**src/rtl/tki_pkg.sv**
```systemverilog
// Package for the top-k ranked insertion buffer.
// Holds sizes, register indexes, payload structs and the float ordering functions.
// No dependencies.
`default_nettype none

package tki_pkg;

    localparam int MAX_KEEP  = 32;
    localparam int KEEP_W    = 6;   // holds 0..MAX_KEEP
    localparam int IDX_W     = 5;   // indexes 0..MAX_KEEP-1
    localparam int MAX_GEN   = 64;
    localparam int GEN_W     = 7;   // holds 0..MAX_GEN
    localparam int TAG_BITS  = 16;
    localparam int FIT_W     = 32;
    localparam int Q_DEPTH   = 4;
    localparam int Q_PTR_W   = 2;
    localparam int Q_CNT_W   = 3;
    localparam int ADDR_W    = 4;
    localparam int DATA_W    = 32;

    localparam logic [KEEP_W-1:0] NOT_KEPT = KEEP_W'(MAX_KEEP);

    // Register indexes (byte address is four times the index).
    localparam logic [1:0] REG_MAXIMIZE = 2'd0;
    localparam logic [1:0] REG_GEN_SIZE = 2'd1;
    localparam logic [1:0] REG_KEEP     = 2'd2;

    localparam logic             RST_MAXIMIZE = 1'b0;
    localparam logic [GEN_W-1:0] RST_GEN_SIZE = GEN_W'(8);
    localparam logic [KEEP_W-1:0] RST_KEEP    = KEEP_W'(4);

    typedef struct packed {
        logic [FIT_W-1:0]    fitness_bits;
        logic [TAG_BITS-1:0] candidate_tag;
    } t_in_word;

    typedef struct packed {
        logic                rejected;
        logic [KEEP_W-1:0]   insert_rank;
        logic [FIT_W-1:0]    best_so_far;
        logic                generation_done;
        logic [IDX_W-1:0]    entry_rank;
        logic [FIT_W-1:0]    entry_fitness;
        logic [TAG_BITS-1:0] entry_tag;
        logic                last;
    } t_out_word;

    typedef struct packed {
        logic             maximize;
        logic [GEN_W-1:0] generation_size;
        logic [KEEP_W-1:0] keep_count;
    } t_cfg;

    // One classified word waiting in the queue.
    typedef struct packed {
        logic                reject;
        logic [FIT_W-1:0]    fitness;
        logic [TAG_BITS-1:0] tag;
    } t_qword;

    // Head of the queue as seen by the back end.
    typedef struct packed {
        logic   valid;
        t_qword word;
    } t_qhead;

    // Maps float bits to an unsigned key whose order matches the float order.
    // Both zeros map to the same key.
    function automatic logic [FIT_W-1:0] order_key(input logic [FIT_W-1:0] b);
        logic [FIT_W-1:0] v;
        v = (b[FIT_W-2:0] == '0) ? '0 : b;
        return v[FIT_W-1] ? ~v : (v | {1'b1, {(FIT_W-1){1'b0}}});
    endfunction

    function automatic logic beats(input logic [FIT_W-1:0] a, input logic [FIT_W-1:0] b,
                                   input logic maximize);
        logic [FIT_W-1:0] ka;
        logic [FIT_W-1:0] kb;
        ka = order_key(a);
        kb = order_key(b);
        return maximize ? (ka > kb) : (ka < kb);
    endfunction

    function automatic logic non_finite(input logic [FIT_W-1:0] b);
        return b[30:23] == 8'hFF;
    endfunction

endpackage

`default_nettype wire

```
**src/rtl/tki_front.sv**
```systemverilog
// Front end of the top-k buffer: accepts input words, flags non-finite fitness
// and queues the classified words for the back end. Depends on tki_pkg.
`default_nettype none

module tki_front (
    input  wire                  i_clk,
    input  wire                  i_rst_n,
    input  wire                  i_in_valid,
    output logic                 o_in_ready,
    input  tki_pkg::t_in_word    i_in_word,
    output tki_pkg::t_qhead      o_head,
    input  wire                  i_pop
);

    localparam int QD = tki_pkg::Q_DEPTH;

    tki_pkg::t_qword                 r_mem [QD];
    logic [tki_pkg::Q_PTR_W-1:0]     r_wr;
    logic [tki_pkg::Q_PTR_W-1:0]     r_rd;
    logic [tki_pkg::Q_CNT_W-1:0]     r_count;
    logic                            push;
    logic                            pop;
    tki_pkg::t_qword                 wr_word;

    assign o_in_ready = (r_count != tki_pkg::Q_CNT_W'(QD));
    assign push       = i_in_valid && o_in_ready;
    assign pop        = i_pop && (r_count != '0);

    always_comb begin
        wr_word.reject  = tki_pkg::non_finite(i_in_word.fitness_bits);
        wr_word.fitness = i_in_word.fitness_bits;
        wr_word.tag     = i_in_word.candidate_tag;
    end

    assign o_head.valid = (r_count != '0);
    assign o_head.word  = r_mem[r_rd];

    always_ff @(posedge i_clk) begin
        if (push) begin
            r_mem[r_wr] <= wr_word;
        end
    end

    always_ff @(posedge i_clk) begin
        if (!i_rst_n) begin
            r_wr    <= '0;
            r_rd    <= '0;
            r_count <= '0;
        end else begin
            if (push) begin
                r_wr <= r_wr + 1'b1;
            end
            if (pop) begin
                r_rd <= r_rd + 1'b1;
            end
            if (push && !pop) begin
                r_count <= r_count + 1'b1;
            end else if (pop && !push) begin
                r_count <= r_count - 1'b1;
            end
        end
    end

endmodule

`default_nettype wire

```
**config.mk**
```make
export PLATFORM = sky130hd
export DESIGN_NAME = tki_front
export DESIGN_NICKNAME = d
export VERILOG_FILES = /design/src/rtl/tki_pkg.sv /design/src/rtl/tki_front.sv
export SDC_FILE = /design/constraint.sdc
export NUM_CORES = 1
export LEC_CHECK = 0
export BUFFER_PORTS_ARGS = -buffer_cell sky130_fd_sc_hd__buf_2
export CAP_MARGIN = 20
export CORE_ASPECT_RATIO = 1.2
export CORE_MARGIN = 3
export CORE_UTILIZATION = 50
export DETAILED_ROUTE_END_ITERATION = 6
export HOLD_SLACK_MARGIN = 0.06
export PLACE_DENSITY = 0.7
export SYNTH_ARGS = -nofsm -noshare
export SYNTH_HDL_FRONTEND = slang
export SYNTH_SLANG_ARGS = --single-unit
```
**constraint.sdc**
```tcl
create_clock -name i_clk -period 3.1 [get_ports i_clk]
set_clock_uncertainty 0.2 [all_clocks]
set_input_delay 0.62 -clock i_clk [delete_from_list [all_inputs] [get_ports i_clk]]
set_output_delay 0.62 -clock i_clk [all_outputs]
set_load 0.02 [all_outputs]
```
* Yosys cells after proc, flatten, opt, wreduce, memory -nomap -nowiden *
Memories as Yosys holds them, arrays and structs flattened. A register that Yosys moved wholly into a read port is not among the register bits.
Index checks and enable logic that the tools add are counted.

operators by class
  equality and inequality tests = 2
  add/sub/neg operators = 4
  mux-type cells = 6
  reductions and logical operators = 8

operator list
  cell                                              count
  equality test 8 bit, second input constant        1
  2-to-1 mux 3 bit                                  2
  adder 2 x 1 -> 2 bit, second input constant       2
  logical AND 1 bit                                 4
  2-to-1 mux 2 bit                                  2
  adder 3 x 1 -> 3 bit, second input constant       1
  inequality test 3 bit, second input constant      1
  nonzero test 3 bit                                1
  subtractor 3 x 1 -> 3 bit, second input constant  1
  logical NOT 1 bit                                 2
  2-to-1 mux 1 bit                                  2
  nonzero test 2 bit                                1

storage, ports and cells
  bits in writable memories = 196
  memories = 1
  bits in registers = 7
  input bits = 52
  word-level logic and storage cells = 24

memory list
  memory  depth  bits a word  rd ports  clocked after Yosys merged registers in  write ports  RTL line         source
  r_mem   4      49           1         1                                        1            tki_front.sv:17  tki_pkg::t_qword r_mem [QD];

* Logic depth before layout (Yosys ltp) *
  depth in word-level cells = 6
  mapped depth = 8

* Worst setup path after synthesis *
Ideal clock, no wire load.

  kind = input-to-reg
  start = input i_in_valid
  end = memory r_mem[2][0] (netlist name) (enable)
  stages = 2
  setup slack = 0.378 ns
  buffers on the path = 0
  arrival = 2.111 ns
  library setup time = 0.412 ns
  path through = a21boi_2 > and2_1

between the ends
  cells in the longest elaborated chain, start to end = 3

RTL lines
  item                                    RTL line         source
  start: declaration                      tki_front.sv:8   input wire i_in_valid,
  logical AND 1 bit                       tki_front.sv:26  assign push = i_in_valid && o_in_ready;
  2-to-1 mux 1 bit                        tki_front.sv:39  if (push) begin
  2-to-1 mux 1 bit (not written as such)  tki_front.sv:40  r_mem[r_wr] <= wr_word;
  end: declaration                        tki_front.sv:17

No other way between the ends.

==> key figures <==
Routing
  – ANT nets after route: 0
  – Final WL: 13.04 mm
  – DR pass1 iterations: 4
  – Routed length per instance: 20.31 um
  – DR vias: 3,463
  – Initial DRC count: 217
  – Post-DR vias/cell: 5.394
  – DR DRC count: 0

Min path
  – Hold crit path type: input pin to register
  – Worst hold stages: 1

GRT
  – Vias in the first global route: 3,819
  – Initial antenna violation count: 1
  – GRT overflow: 0
  – First-pass GRT wire length: 20.29 mm
  – Total GRT Usage: 15.73%
  – Largest net degree at the start of global routing: 34

Status
  – Status: finished clean

Timing
  – PnR worst setup slack: 0.2532 ns
  – Unrepaired setup endpoints after global routing: false
  – Final setup TNS: 0 ns
  – Least-Margin Pin Slew: 0.5127 ns
  – Endpoints failing setup: 0
  – Worst relative slew slack: 65.39%
  – F_max: 351.3 MHz
  – Crit path time final: 2.847 ns
  – Final Hold Viols: 0
  – Period utilisation layout: 91.83%
  – Pins over their slew limit: 0

Placement
  – Gpl congestion: 0.7254
  – Dpl cell area: 8369 sq um
  – IO buf count: 102
  – Hpwl dp: 7.900 mm
  – Placed cells: 609
  – DP Worst Slack: 0.4031 ns

Power
  – Power per cell area: 846.1 nW/um^2
  – Sequential power share: 46.4%
  – Comb pwr share: 25.3%
  – Psw: 2.103 mW
  – Max VDD drop: 483.1 uV
  – Internal: 5.465 mW
  – Sw Share: 27.79%
  – Clk pwr share: 28.3%
  – Leakage: 3.021 nW

Layout
  – Fillers: 1,063
  – Layout cell share with drive strength beyond 1: 43.21%
  – Final non-filler cell total: 642
  – Final core occ: 61.29%
  – Inserted Diodes: 0
  – Area Overhead vs Synth: 17.97%
  – Seq. cell area: 6071 sq um
  – Area of the multi-input gates: 1411 sq um
  – Nets: 489
  – Final instance area: 8945 sq um

Clocking
  – Skew-Pair Late Insertion Delay: 0.48 ns
  – Clock transition at path regs: 0.06 ns
  – PostCTS Resize Cnt: 0
  – CTS Sinks: 205
  – Root buffer cell: clkbuf_16
  – Post-CTS Setup Inserts: 0
  – Num CTS Buffers: 20
  – CTS tree: done
  – H-Tree Depth: 1
  – CTS Buffer Depth: 3
  – Cts hold-fix bufs: 0

Worst setup path
  – Crit. End Element: primary output
  – Crit Path Class: register to primary output
  – CP Data Arrival Time: 2.03 ns
  – R2R cell count: 8
  – Critical path fanouts, max: 17
  – Crit start category: register
  – Crit-path slowest cell: dfxtp_4
  – Critical-path cell list: buf_12 -> mux4_2 -> buf_2
  – Peak per-stage delay on the critical path: 0.58 ns
  – CP Data Required Time: 2.28 ns

Synthesis
  – Synth Register Bits: 205
  – Syn_area_per_cell: 24.70 sq um
  – Synth warn: 0
  – Synthesized netlist net count: 365
  – Syn Inst Count: 307
  – Post-Syn Area: 7582 sq um
  – Register area share after synthesis: 80.00%
  – Synth unique cells: 27

Job
  – Total of max-cap violations: 0

Floorplanning
  – Die Wd: 118.4 um
  – Core area: 14,590 sq um
  – IO Pins: 103
  – Initial core utilization: 51.95%
  – FP Rows: 48
  – Die height: 140.9 um
  – Die ar.: 16,680 sq um
==> power groups by stage <==
stage	clock, mW	sequential, mW	combinational (mW)
after floorplan	0	3.49	1.45
after global placement	0	3.56	1.93
after detailed placement	0	3.58	1.95
after CTS	2.20	3.53	1.95
after global routing	2.30	3.55	2.04
final	2.14	3.51	1.91
==> worst paths after layout <==
path | startpoint | slack (ns) | end
worst max-delay path | register | 0.25 | o_head[10]
worst min-delay path | i_in_word[37] | 0.16 | r_mem[0][37]
worst max register to register | r_count[1] | 0.62 | r_count[2]
worst min register to register | r_wr[1] | 0.30 | r_wr[1]
==> worst max-delay path, delay by kind of cell, from the launching register on <==
kind	cells	cell delay, ns
mux	1	0.54
flops	1	0.58
buf+inv	2	0.42
==> synthesized netlist by cell type <==
| cell type | count | area [sq um] |
|---|---|---|
| buf_12 | 2 | 40.04 |
| mux2i_1 | 3 | 30.03 |
| buf_1 | 3 | 11.26 |
| o31ai_1 | 1 | 7.510 |
| or3_1 | 2 | 12.51 |
| xor2_1 | 1 | 8.760 |
| fa_1 | 1 | 20.02 |
| ha_1 | 5 | 62.56 |
| mux4_1 | 2 | 52.55 |
| xnor2_1 | 3 | 26.28 |
| inv_1 | 3 | 11.26 |
| dfxtp_1 | 9 | 180.2 |
| mux4_2 | 47 | 1059 |
| edfxtp_1 | 196 | 5886 |
| nand4_1 | 2 | 12.51 |
| buf_4 | 3 | 22.52 |
| a21boi_0 | 1 | 7.510 |
| nand2_1 | 5 | 18.77 |
| o311ai_0 | 1 | 8.760 |
| clkbuf_1 | 1 | 3.750 |
| and2_1 | 8 | 50.05 |
| a21boi_2 | 1 | 11.26 |
| buf_2 | 2 | 10.01 |
| o21ai_0 | 1 | 5.000 |
| buf_6 | 1 | 11.26 |
| nor2b_1 | 1 | 6.260 |
| nor2_1 | 2 | 7.510 |
==> layer usage <==
layer  up-vias  routed length, um  share of wire, %  global-route usage (%)
met5         -                 13              0.10                       0
met4         2                274               2.1                   4.576
met3        26                713               5.5                   3.090
met2       101               6717                52                   27.52
met1      1800               5321                41                   20.29
li1       1534                  -                 -                       -
==> layout by cell type, fill, tap and decap left out, drive strengths merged <==
cell type | netlist | final
edfxtp | 196 | 196
o31ai | 1 | 1
nand2 | 5 | 5
or3 | 2 | 2
xnor2 | 3 | 3
xor2 | 1 | 1
a21boi | 2 | 2
clkinv | 0 | 1
fa | 1 | 1
mux2i | 3 | 3
and2 | 8 | 8
o311ai | 1 | 1
clkbuf | 1 | 31
clkinvlp | 0 | 1
inv | 3 | 3
ha | 5 | 5
nor2b | 1 | 1
dfxtp | 9 | 9
o21ai | 1 | 1
mux4 | 49 | 49
nand4 | 2 | 2
buf | 11 | 114
nor2 | 2 | 2
==> logic make-up after synthesis <==
logic type	count (synthesis)	synth area share (%)
AND/OR/NAND/NOR	20	1.419
flip-flops	205	80.00
multiplexers	52	15.05
AO/OA/AOI/OAI	5	0.5281
buffers and inverters	15	1.452
XOR/XNOR	4	0.4621
adder cells (fa/ha/maj)	6	1.089
==> flip-flops by register name, indices dropped and copies added, names as in the netlist, named ones only <==
register and flops:
r_mem 196, r_rd 2, r_count 3, r_wr 2
==> cell type report <==
| class | count | area share [%] |
|---|---|---|
| Clock inverter | 2 | 0.1399 |
| Sequential cell | 205 | 67.87 |
| Timing Repair Buffer | 114 | 6.994 |
| Tap cell | 200 | 2.798 |
| Multi-Input combinational cell | 87 | 15.78 |
| Clock buffer | 31 | 6.295 |
| Inverter | 3 | 0.1259 |
==> per-stage QoR <==
stage	hold WS [ns]	power (mW)
global route	0.1419	7.886
global placement	0.2790	5.491
finish	0.1579	7.568
CTS	0.1337	7.679
detailed placement	0.2957	5.530
floorplan	0.2677	4.943
No activity file was read; power rests on OpenSTA's default activity.
